## src/hdl/kebq_pkg.sv

```systemverilog
package kebq_pkg;

	localparam int BITMAP_WORDS = 4;
	localparam int MAX_KEY      = 127;
	localparam int WORD_W       = 32;
	localparam int BIT_W        = 5;
	localparam int WIDX_W       = (BITMAP_WORDS > 1) ? $clog2(BITMAP_WORDS) : 1;
	localparam int KEY_LIMIT    = (MAX_KEY < BITMAP_WORDS * WORD_W - 1) ?
		MAX_KEY : BITMAP_WORDS * WORD_W - 1;

	localparam logic [15:0] RELEASE_FLAG    = 16'h8000;
	localparam logic [15:0] NOTHING_PENDING = 16'hFFFF;

	localparam logic [2:0] REG_IRQ_ENABLE = 3'd0;

	typedef enum logic [1:0] {
		OP_KEY_EVENT = 2'd0,
		OP_POP       = 2'd1,
		OP_CLEAR     = 2'd2,
		OP_CHECK     = 2'd3
	} op_t;

	typedef struct packed {
		logic capture;
		logic scan_next;
		logic apply;
	} dp_cmd_t;

	typedef struct packed {
		op_t  op;
		logic hit;
		logic scan_last;
	} dp_status_t;

	function automatic logic [BIT_W-1:0] lowest_bit(input logic [WORD_W-1:0] w);
		logic [BIT_W-1:0] n;
		n = BIT_W'(WORD_W - 1);
		for (int i = WORD_W - 1; i >= 0; i--) begin
			if (w[i]) begin
				n = BIT_W'(i);
			end
		end
		return n;
	endfunction

endpackage

```

## src/hdl/kebq_ctrl.sv

```systemverilog
module kebq_ctrl (
	input  logic                  clk,
	input  logic                  arst_n,
	input  logic                  item_valid,
	output logic                  item_stall,
	output logic                  result_valid,
	input  logic                  result_stall,
	input  kebq_pkg::dp_status_t  status,
	output kebq_pkg::dp_cmd_t     cmd
);

	typedef enum logic {
		ST_IDLE,
		ST_BUSY
	} state_t;

	state_t state_q;
	logic   result_valid_q;
	logic   out_free;
	logic   done;

	assign out_free = !result_valid_q || !result_stall;
	assign done     = (status.op != kebq_pkg::OP_POP) || status.hit || status.scan_last;

	assign item_stall   = (state_q == ST_BUSY);
	assign result_valid = result_valid_q;

	always_comb begin
		cmd.capture   = (state_q == ST_IDLE) && item_valid;
		cmd.apply     = (state_q == ST_BUSY) && out_free && done;
		cmd.scan_next = (state_q == ST_BUSY) && !done;
	end

	always_ff @(posedge clk or negedge arst_n) begin
		if (!arst_n) begin
			state_q        <= ST_IDLE;
			result_valid_q <= 1'b0;
		end else begin
			if (result_valid_q && !result_stall) begin
				result_valid_q <= 1'b0;
			end
			unique case (state_q)
				ST_IDLE: begin
					if (item_valid) begin
						state_q <= ST_BUSY;
					end
				end
				ST_BUSY: begin
					if (out_free && done) begin
						result_valid_q <= 1'b1;
						state_q        <= ST_IDLE;
					end
				end
				default: state_q <= ST_IDLE;
			endcase
		end
	end

endmodule

```

## src/hdl/kebq_datapath.sv

```systemverilog
module kebq_datapath (
	input  logic                 clk,
	input  logic                 arst_n,
	input  kebq_pkg::dp_cmd_t    cmd,
	output kebq_pkg::dp_status_t status,
	input  logic                 irq_enable,
	input  logic [1:0]           op,
	input  logic [7:0]           key_index,
	input  logic                 key_down,
	input  logic [15:0]          key_query,
	output logic [15:0]          data,
	output logic                 irq_pulse
);

	kebq_pkg::op_t                   op_q;
	logic [7:0]                      key_q;
	logic                            down_q;
	logic [15:0]                     query_q;
	logic [kebq_pkg::WIDX_W-1:0]     scan_q;
	logic [kebq_pkg::WORD_W-1:0]     rel_q [kebq_pkg::BITMAP_WORDS];
	logic [kebq_pkg::WORD_W-1:0]     prs_q [kebq_pkg::BITMAP_WORDS];
	logic [kebq_pkg::WORD_W-1:0]     hld_q [kebq_pkg::BITMAP_WORDS];
	logic [15:0]                     data_q;
	logic                            irq_q;

	logic                            key_ok;
	logic                            query_ok;
	logic [kebq_pkg::WIDX_W-1:0]     key_w;
	logic [kebq_pkg::WIDX_W-1:0]     query_w;
	logic [kebq_pkg::WORD_W-1:0]     rel_w;
	logic [kebq_pkg::WORD_W-1:0]     prs_w;
	logic                            rel_any;
	logic                            hit;
	logic [kebq_pkg::BIT_W-1:0]      pick_b;
	logic [14:0]                     code;
	logic [15:0]                     result;

	assign key_ok   = key_q <= 8'(kebq_pkg::KEY_LIMIT);
	assign query_ok = query_q <= 16'(kebq_pkg::KEY_LIMIT);
	assign key_w    = key_q[kebq_pkg::BIT_W +: kebq_pkg::WIDX_W];
	assign query_w  = query_q[kebq_pkg::BIT_W +: kebq_pkg::WIDX_W];
	assign rel_w    = rel_q[scan_q];
	assign prs_w    = prs_q[scan_q];
	assign rel_any  = |rel_w;
	assign hit      = rel_any || (|prs_w);
	assign pick_b   = kebq_pkg::lowest_bit(rel_any ? rel_w : prs_w);
	assign code     = 15'({scan_q, pick_b});

	always_comb begin
		status.op        = op_q;
		status.hit       = hit;
		status.scan_last = (scan_q == kebq_pkg::WIDX_W'(kebq_pkg::BITMAP_WORDS - 1));
	end

	always_comb begin
		result = 16'd0;
		case (op_q)
			kebq_pkg::OP_POP: begin
				if (!hit) begin
					result = kebq_pkg::NOTHING_PENDING;
				end else if (rel_any) begin
					result = kebq_pkg::RELEASE_FLAG | {1'b0, code};
				end else begin
					result = {1'b0, code};
				end
			end
			kebq_pkg::OP_CHECK: begin
				result = {15'd0, query_ok & hld_q[query_w][query_q[kebq_pkg::BIT_W-1:0]]};
			end
			default: result = 16'd0;
		endcase
	end

	always_ff @(posedge clk) begin
		if (cmd.capture) begin
			op_q    <= kebq_pkg::op_t'(op);
			key_q   <= key_index;
			down_q  <= key_down;
			query_q <= key_query;
		end
		if (cmd.apply) begin
			data_q <= result;
			irq_q  <= (op_q == kebq_pkg::OP_KEY_EVENT) && key_ok && irq_enable;
		end
	end

	always_ff @(posedge clk or negedge arst_n) begin
		if (!arst_n) begin
			scan_q <= '0;
			for (int i = 0; i < kebq_pkg::BITMAP_WORDS; i++) begin
				rel_q[i] <= '0;
				prs_q[i] <= '0;
				hld_q[i] <= '0;
			end
		end else begin
			if (cmd.capture) begin
				scan_q <= '0;
			end else if (cmd.scan_next) begin
				scan_q <= scan_q + 1'b1;
			end
			if (cmd.apply) begin
				case (op_q)
					kebq_pkg::OP_KEY_EVENT: begin
						if (key_ok) begin
							if (down_q) begin
								prs_q[key_w][key_q[kebq_pkg::BIT_W-1:0]] <= 1'b1;
								hld_q[key_w][key_q[kebq_pkg::BIT_W-1:0]] <= 1'b1;
							end else begin
								rel_q[key_w][key_q[kebq_pkg::BIT_W-1:0]] <= 1'b1;
								hld_q[key_w][key_q[kebq_pkg::BIT_W-1:0]] <= 1'b0;
							end
						end
					end
					kebq_pkg::OP_POP: begin
						if (hit) begin
							if (rel_any) begin
								rel_q[scan_q][pick_b] <= 1'b0;
							end
							prs_q[scan_q][pick_b] <= 1'b0;
						end
					end
					kebq_pkg::OP_CLEAR: begin
						for (int i = 0; i < kebq_pkg::BITMAP_WORDS; i++) begin
							rel_q[i] <= '0;
							prs_q[i] <= '0;
							hld_q[i] <= '0;
						end
					end
					default: begin
					end
				endcase
			end
		end
	end

	assign data      = data_q;
	assign irq_pulse = irq_q;

endmodule

```

## src/hdl/key_event_bitmap_queue.sv

```systemverilog
// channel  | handshake                    | word
// item     | item_valid / item_stall      | op, key_index, key_down, key_query
// result   | result_valid / result_stall  | data, irq_pulse
// config   | APB write/read, pready high  | irq_enable at address 0
//
// Key event, clear and check are accepted, then applied from the busy state once the result is free.
// Pop is accepted, then scans 1 to BITMAP_WORDS bitmap words, stopping at a hit or the last word,
// one word per cycle through the scan counter.
// Reset clears all three bitmaps and irq_enable at once; no clearing pass.
// A new word is accepted while a result waits; a stalled result holds the update.
module key_event_bitmap_queue (
	input  logic        clk,
	input  logic        arst_n,
	input  logic        item_valid,
	output logic        item_stall,
	input  logic [1:0]  op,
	input  logic [7:0]  key_index,
	input  logic        key_down,
	input  logic [15:0] key_query,
	output logic        result_valid,
	input  logic        result_stall,
	output logic [15:0] data,
	output logic        irq_pulse,
	input  logic        psel,
	input  logic        penable,
	input  logic        pwrite,
	input  logic [2:0]  paddr,
	input  logic [31:0] pwdata,
	output logic [31:0] prdata,
	output logic        pready
);

	kebq_pkg::dp_cmd_t    cmd;
	kebq_pkg::dp_status_t status;
	logic                 irq_enable_q;

	assign pready = 1'b1;

	always_ff @(posedge clk or negedge arst_n) begin
		if (!arst_n) begin
			irq_enable_q <= 1'b0;
		end else if (psel && penable && pwrite && pready &&
			paddr == kebq_pkg::REG_IRQ_ENABLE) begin
			irq_enable_q <= pwdata[0];
		end
	end

	assign prdata = (paddr == kebq_pkg::REG_IRQ_ENABLE) ? {31'd0, irq_enable_q} : 32'd0;

	kebq_ctrl u_ctrl (
		.clk          (clk),
		.arst_n       (arst_n),
		.item_valid   (item_valid),
		.item_stall   (item_stall),
		.result_valid (result_valid),
		.result_stall (result_stall),
		.status       (status),
		.cmd          (cmd)
	);

	kebq_datapath u_datapath (
		.clk        (clk),
		.arst_n     (arst_n),
		.cmd        (cmd),
		.status     (status),
		.irq_enable (irq_enable_q),
		.op         (op),
		.key_index  (key_index),
		.key_down   (key_down),
		.key_query  (key_query),
		.data       (data),
		.irq_pulse  (irq_pulse)
	);

	a_accept_then_busy: assert property (@(posedge clk) disable iff (!arst_n)
		item_valid && !item_stall |=> item_stall)
		else $error("no busy cycle after an accepted word");

	a_result_from_busy: assert property (@(posedge clk) disable iff (!arst_n)
		$rose(result_valid) |-> $past(item_stall))
		else $error("result raised without a word in work");

	a_irq_data_zero: assert property (@(posedge clk) disable iff (!arst_n)
		result_valid && irq_pulse |-> data == 16'd0)
		else $error("interrupt pulse with non-zero data");

	a_no_apply_idle: assert property (@(posedge clk) disable iff (!arst_n)
		cmd.apply |-> item_stall && !cmd.capture)
		else $error("update issued outside busy state");

endmodule
```

## config.mk

```make
export PLATFORM = sky130hd
export DESIGN_NAME = key_event_bitmap_queue
export DESIGN_NICKNAME = d
export VERILOG_FILES = /design/src/hdl/kebq_pkg.sv /design/src/hdl/kebq_ctrl.sv /design/src/hdl/kebq_datapath.sv /design/src/hdl/key_event_bitmap_queue.sv
export SDC_FILE = /design/constraint.sdc
export NUM_CORES = 1
export LEC_CHECK = 0
export BUFFER_PORTS_ARGS = -buffer_cell sky130_fd_sc_hd__buf_2
export CAP_MARGIN = 20
export CORE_MARGIN = 2
export CORE_UTILIZATION = 50
export CTS_CLUSTER_SIZE = 8
export DETAILED_ROUTE_END_ITERATION = 12
export GPL_ROUTABILITY_DRIVEN = 0
export HOLD_SLACK_MARGIN = 0.08
export MAX_ROUTING_LAYER = met4
export PLACE_DENSITY = 0.67
export SKIP_LAST_GASP = 1
export SYNTH_ARGS = -nofsm -noshare
export SYNTH_HDL_FRONTEND = slang
export SYNTH_SLANG_ARGS = --single-unit
```

## constraint.sdc

```tcl
create_clock -name clk -period 6.3 [get_ports clk]
set_input_delay 1.26 -clock clk [delete_from_list [all_inputs] [get_ports clk]]
set_output_delay 1.26 -clock clk [all_outputs]
set_load 0.01 [all_outputs]
```

==> out/qor.csv, run 1 <==
metric,value,unit
CTS Sinks,426,
Initial Utilization,50.4,%
main flop type after synthesis,dfrtp_1,
post-route minimum period,5.66,ns
setup bufs post-CTS,0,
CORE AREA,46400,um^2
Detail Route Antenna Nets,0,
chip width,220,um
Worst Reg-to-Reg Cells,11,
Yosys reg bits,426,
Lkg Pwr,10.8,nW
global-route wire length before repair,121000,um
number of detailed-route iterations in the first pass,8,
All-Layer GR Usage,34.3,%
Crit Reg-Reg Endpoint,u_datapath.rel_q[111]$_DFFE_PN0P_,
CP Max Fanout,18,
CTS Root Cell,clkbuf_16,
area post-placement,24200,um^2
grt ovf,0,
Startpoint Class,flop,
vias in the first global route,19600,
hold path endpoint,u_datapath.hld_q[86]$_DFFE_PN0P_,
worst hold stages,2,
initial antenna violation count,0,
# IOs,121,
"Hold-fix buffers, CTS",0,
die area,48500,um^2
Detailed Route WL,79900,um
PortBufs,57,
Total Power,9.18,mW
Post-Syn Instances,2390,
"Clk pin slew, worst setup/hold paths",0.06,ns
most frequent cells in the layout,"dfrtp_1, o21ai_0, nor2_1",
DIE HEIGHT,220,um
# setup viols final,0,
clk_lat worst skew,0.63,ns
critical path class,flop to flop,
Max Transition Viols Final,0,
worst slew pin tran,1.10,ns
setup tns final,0,ns
worst min-delay path class,flop to flop,
number of max-cap violations,0,
Power Dens Cells,356,nW/um^2
area delta synth->final,10.3,%
"most common cell after layout, fill and taps aside",dfrtp_1,
dpl hpwl,52800,um
CTS HTree Levels,2,
multi-input logic area,11600,um^2
worst vdd ir,0.000243,V
post-cts repair resize count,0,
via count,20600,
register area share after synthesis,46.4,%
wire per inst,26.6,um
num rows,79,
Worst Setup End Kind,flop,
Post-Syn Area,23400,um^2
# fillers,3962,
initial DRC count,2919,
n_diodes,0,
Syn Area/Cell,9.78,um^2
cts bufs inserted,59,
unrepaired setup endpoints after global routing,false,
CTS tree,yes,
number of flops mapped to enable cells by yosys,37,
Crit Reg-Reg Startpoint,u_datapath.scan_q[0]$_DFFE_PN0P_,
Fin. Hold Viols,0,
Reg2Reg Setup Slack,0.64,ns
Slew headroom,26.7,%
period utilization,89.8,%
FMAX,177,MHz
Final Skew,0.0329,ns
DRC Markers,0,
Ys Warns,0,
via-per-instance ratio,6.86,
"Core Util, Final",55.6,%
final std cells w/o fill,3004,
placed cells,2926,
worst min-delay path startpoint,u_datapath.hld_q[86]$_DFFE_PN0P_,
CP arrival,6.11,ns
"Design Area, Final",25800,um^2
WP data required,6.75,ns
Netlist cell types,73,
ys async rst share,91.3,%
status,"finished, final reports clean",
clk buf depth,3,
share of post-route cells with drive strength above 1,14.9,%
register area,10900,um^2
pin count of the biggest net entering global routing,159,
Nets,2458,
[per-stage QoR]
step	hold slack, ns	setup slack (ns)
after global routing	0.516	0.470
after detailed placement	0.487	0.811
after global placement	0.478	0.902
after CTS	0.498	0.765
final	0.495	0.643
after floorplan	0.465	1.74
[synth_stat cells, drive strengths merged (11+ instances only)]
cell	instances	area, um^2
a211oi	23	173
a21oi	210	1050
a311oi	18	158
a31oi	148	926
and2	18	113
and3	12	75.1
buf	85	561
clkbuf	149	559
dfrtp	389	9730
edfxtp	37	1110
mux2i	129	1290
mux4	106	2390
nand2	266	998
nor2	284	1070
nor2b	11	68.8
nor3	28	171
nor4	18	134
o21ai	287	1440
o31ai	30	249
or2	17	106
[where the power goes]
part / switching, mW / internal [mW] / leakage [nW] / total, mW
Sequential: 0.285 / 3.17 / 5.00 / 3.46
Clock: 1.18 / 1.71 / 0.773 / 2.89
Combinational: 1.97 / 0.865 / 5.06 / 2.84
[state kept, by name, indices dropped and copies added, names as in the netlist]
name                  count
u_datapath.key_q          8
u_datapath.op_q           2
u_datapath.down_q         1
u_datapath.rel_q        128
irq_enable_q              1
u_ctrl.item_stall         1
u_datapath.prs_q        128
u_datapath.data           9
u_datapath.scan_q         2
u_datapath.query_q       16
u_datapath.irq_pulse      1
u_ctrl.result_valid       1
u_datapath.hld_q        128
[logic make-up after synthesis]
| kind of cell | synth area share, % |
|---|---|
| AO/OA/AOI/OAI | 19.4 |
| buffers and inverters | 4.95 |
| flip-flops | 46.4 |
| AND/OR/NAND/NOR | 12.9 |
| multiplexers | 15.8 |
| other | 0.0321 |
| adder cells (fa/ha/maj) | 0.428 |
[critical path, cell delays in order, from the launching register on]
cell	delay (ns)
dfrtp_4	0.73
buf_4	0.29
buf_4	0.28
mux4_2	0.58
nor4_1	0.61
and4_1	0.52
nand2_1	0.32
o221a_1	0.36
a2111o_1	0.49
and2_1	0.40
nor3_2	0.66
o21ai_0	0.22
[worst max-delay path by stage]
stage          cells past startpoint                        startpoint  slack, ns                                 to
2_1_floorplan                     14  u_datapath.scan_q[1]$_DFFE_PN0P_       1.74   u_datapath.prs_q[39]$_DFFE_PN0P_
3_3_place_gp                      11  u_datapath.scan_q[0]$_DFFE_PN0P_       0.90   u_datapath.rel_q[79]$_DFFE_PN0P_
3_5_place_dp                      11  u_datapath.scan_q[0]$_DFFE_PN0P_       0.81   u_datapath.rel_q[79]$_DFFE_PN0P_
4_1_cts                           11  u_datapath.scan_q[0]$_DFFE_PN0P_       0.77  u_datapath.rel_q[111]$_DFFE_PN0P_
5_1_grt                           12  u_datapath.scan_q[0]$_DFFE_PN0P_       0.47   u_datapath.rel_q[18]$_DFFE_PN0P_
6_report                          11  u_datapath.scan_q[0]$_DFFE_PN0P_       0.64  u_datapath.rel_q[111]$_DFFE_PN0P_
[final cells by class]
cell class                      instances  area share (%)
Tap cell                              607            2.95
Clock buffer                           74            5.94
Inverter                               10           0.146
Multi-Input combinational cell       1750            44.8
Clock inverter                          3           0.243
Sequential cell                       426            42.1
Timing Repair Buffer                  134            3.80
[metal layers]
layer	up-vias	wire, um	GRT usage [%]
met4	0	4000	15.5
met5	-	0	-
li1	8688	-	-
met1	10200	30800	45.4
met2	1374	35200	48.7
met3	306	9930	10.4
(Power assumes the default switching activity.)
==> run 2, diff against run 1 <==
--- a/config.mk
+++ b/config.mk
@@ -5,10 +5,12 @@
 export SDC_FILE = /design/constraint.sdc
 export NUM_CORES = 1
 export LEC_CHECK = 0
+export ABC_AREA = 0
 export BUFFER_PORTS_ARGS = -buffer_cell sky130_fd_sc_hd__buf_2
 export CAP_MARGIN = 20
 export CORE_MARGIN = 2
 export CORE_UTILIZATION = 50
+export CTS_BUF_LIST = sky130_fd_sc_hd__clkbuf_2
 export CTS_CLUSTER_SIZE = 8
 export DETAILED_ROUTE_END_ITERATION = 12
 export GPL_ROUTABILITY_DRIVEN = 0
@@ -16,6 +18,7 @@
 export MAX_ROUTING_LAYER = met4
 export PLACE_DENSITY = 0.67
 export SKIP_LAST_GASP = 1
+export SLEW_MARGIN = 30
 export SYNTH_ARGS = -nofsm -noshare
 export SYNTH_HDL_FRONTEND = slang
 export SYNTH_SLANG_ARGS = --single-unit
==> run 2 against run 1 <==
Compared with the run above: final area decreased by 2.3%; hold slack got worse by 0.33 ns; clock skew rose by 0.076 ns; die area did not move; flip-flop and latch count unchanged; highest routed layer unchanged.
==> out/qor.csv, run 2 (synthesized netlist as in run 1, its figures left out) <==
metric,value,unit,change
clk_lat worst skew,1.17,ns,was 0.63 ns
vias in the first global route,20100,,was 19600
clk buf depth,3,,unchanged
CTS Root Cell,clkbuf_2,,was clkbuf_16
Max Transition Viols Final,0,,unchanged
period utilization,91.8,%,was 89.8%
setup tns final,0,ns,unchanged
Hold Slack,0.165,ns,was 0.495 ns
CTS tree,yes,,unchanged
worst vdd ir,0.000218,V,was 0.000243 V
# fillers,4179,,was 3962
die area,48500,um^2,unchanged
largest registers,"u_datapath.hld_q (128), u_datapath.prs_q (128), u_datapath.rel_q (128)",,unchanged
worst min-delay path class,primary input to asynchronous set/reset pin,,was flop to flop
area delta synth->final,7.77,%,was 10.3%
Initial Utilization,50.4,%,unchanged
pin count of the biggest net entering global routing,159,,unchanged
"Hold-fix buffers, CTS",0,,unchanged
critical path class,flop to flop,,unchanged
WP data required,7.28,ns,was 6.75 ns
DIE HEIGHT,220,um,unchanged
num rows,79,,unchanged
# setup viols final,0,,unchanged
unrepaired setup endpoints after global routing,false,,unchanged
Final Skew,0.109,ns,was 0.0329 ns
via count,20800,,was 20600
register area,10900,um^2,unchanged
CTS HTree Levels,3,,was 2
Detail Route Antenna Nets,0,,unchanged
CTS Sinks,426,,unchanged
Crit Reg-Reg Startpoint,u_datapath.scan_q[0]$_DFFE_PN0P_,,unchanged
Reg2Reg Setup Slack,0.52,ns,was 0.64 ns
"most common cell after layout, fill and taps aside",dfrtp_1,,unchanged
All-Layer GR Usage,34.3,%,about the same
Fin. Hold Viols,0,,unchanged
initial antenna violation count,2,,was 0
multi-input logic area,11600,um^2,about the same
Power Dens Cells,325,nW/um^2,was 356 nW/um^2
initial DRC count,2807,,was 2919
worst slew pin tran,1.12,ns,was 1.10 ns
share of post-route cells with drive strength above 1,19.1,%,was 14.9%
# IOs,121,,unchanged
chip width,220,um,unchanged
global-route wire length before repair,121000,um,about the same
number of detailed-route iterations in the first pass,6,,was 8
post-route minimum period,5.78,ns,was 5.66 ns
dpl hpwl,52900,um,was 52800 um
Nets,2512,,was 2458
Startpoint Class,flop,,unchanged
post-cts repair resize count,0,,unchanged
status,"finished, final reports clean",,unchanged
grt ovf,0,,unchanged
DRC Markers,0,,unchanged
Detailed Route WL,79800,um,was 79900 um
CORE AREA,46400,um^2,unchanged
Slew headroom,25.1,%,was 26.7%
CP arrival,6.76,ns,was 6.11 ns
Worst Setup End Kind,flop,,unchanged
wire per inst,25.5,um,was 26.6 um
Crit Reg-Reg Endpoint,u_datapath.rel_q[50]$_DFFE_PN0P_,,was u_datapath.rel_q[111]$_DFFE_PN0P_
number of max-cap violations,0,,unchanged
Lkg Pwr,10.9,nW,was 10.8 nW
most frequent cells in the layout,"dfrtp_1, o21ai_0, nor2_1",,unchanged
Worst Reg-to-Reg Cells,12,,was 11
CP Max Fanout,18,,unchanged
cts bufs inserted,112,,was 59
FMAX,173,MHz,was 177 MHz
setup bufs post-CTS,0,,unchanged
"Clk pin slew, worst setup/hold paths",0.10,ns,was 0.06 ns
PortBufs,57,,unchanged
via-per-instance ratio,6.66,,was 6.86
[run 2: area by class of cell]
type | instances | area share (%)
multi-input combinational | 1750 | 45.9
inverter | 10 | 0.149
timing repair buffer | 135 | 3.95
tap | 607 | 3.02
clock buffer | 174 | 3.46
clock inverter | 26 | 0.407
antenna | 1 | 0.00994
sequential | 426 | 43.1
[run 2: how the worst max path moves through the flow]
stage	start	to	slack, ns	cells after the start
2_1_floorplan	u_datapath.scan_q[1]$_DFFE_PN0P_	u_datapath.prs_q[39]$_DFFE_PN0P_	1.74	14
6_report	u_datapath.scan_q[0]$_DFFE_PN0P_	u_datapath.rel_q[50]$_DFFE_PN0P_	0.52	12
4_1_cts	u_datapath.scan_q[0]$_DFFE_PN0P_	u_datapath.rel_q[47]$_DFFE_PN0P_	0.70	11
3_3_place_gp	u_datapath.scan_q[0]$_DFFE_PN0P_	u_datapath.rel_q[79]$_DFFE_PN0P_	0.90	11
3_5_place_dp	u_datapath.scan_q[0]$_DFFE_PN0P_	u_datapath.rel_q[111]$_DFFE_PN0P_	0.81	11
5_1_grt	u_datapath.scan_q[0]$_DFFE_PN0P_	u_datapath.prs_q[50]$_DFFE_PN0P_	0.38	12
[run 2: stage by stage]
stage / area, um^2 / utilization (%) / cells / total power [mW] / setup slack (ns)
CTS: 25100 / 54.2 / 3127 / 8.11 / 0.696
floorplan: 23500 / - / 2420 / 5.23 / 1.74
detailed placement: 24200 / 52.1 / 2927 / 6.22 / 0.809
global placement: 24200 / 52.1 / 2926 / 6.12 / 0.902
finish: 25200 / 54.3 / 3129 / 8.18 / 0.519
global route: 25200 / 54.3 / 3129 / 8.59 / 0.375
[run 2: worst max-delay path, stage by stage, from the launching register on]
cell and delay, ns:
dfrtp_4 0.73, buf_4 0.30, buf_4 0.28, mux4_2 0.61, nor4_1 0.60, nand4_1 0.16, buf_4 0.23, o31a_1 0.48
nor2b_1 0.23, nor3_2 0.59, nand3_1 0.56, o31ai_1 0.67, a21oi_1 0.15
[run 2: layer usage]
| layer | GRT usage [%] | share of wire [%] |
|---|---|---|
| met1 | 44.9 | 38 |
| met2 | 48.5 | 44 |
| met3 | 9.86 | 13 |
| met4 | 18.0 | 5.2 |
| met5 | - | 0 |
[run 2: power breakdown]
group / internal [mW] / switching (mW)
Sequential: 3.16 / 0.285
Combinational: 0.864 / 1.96
Clock: 0.727 / 1.18
Total: 4.75 / 3.43
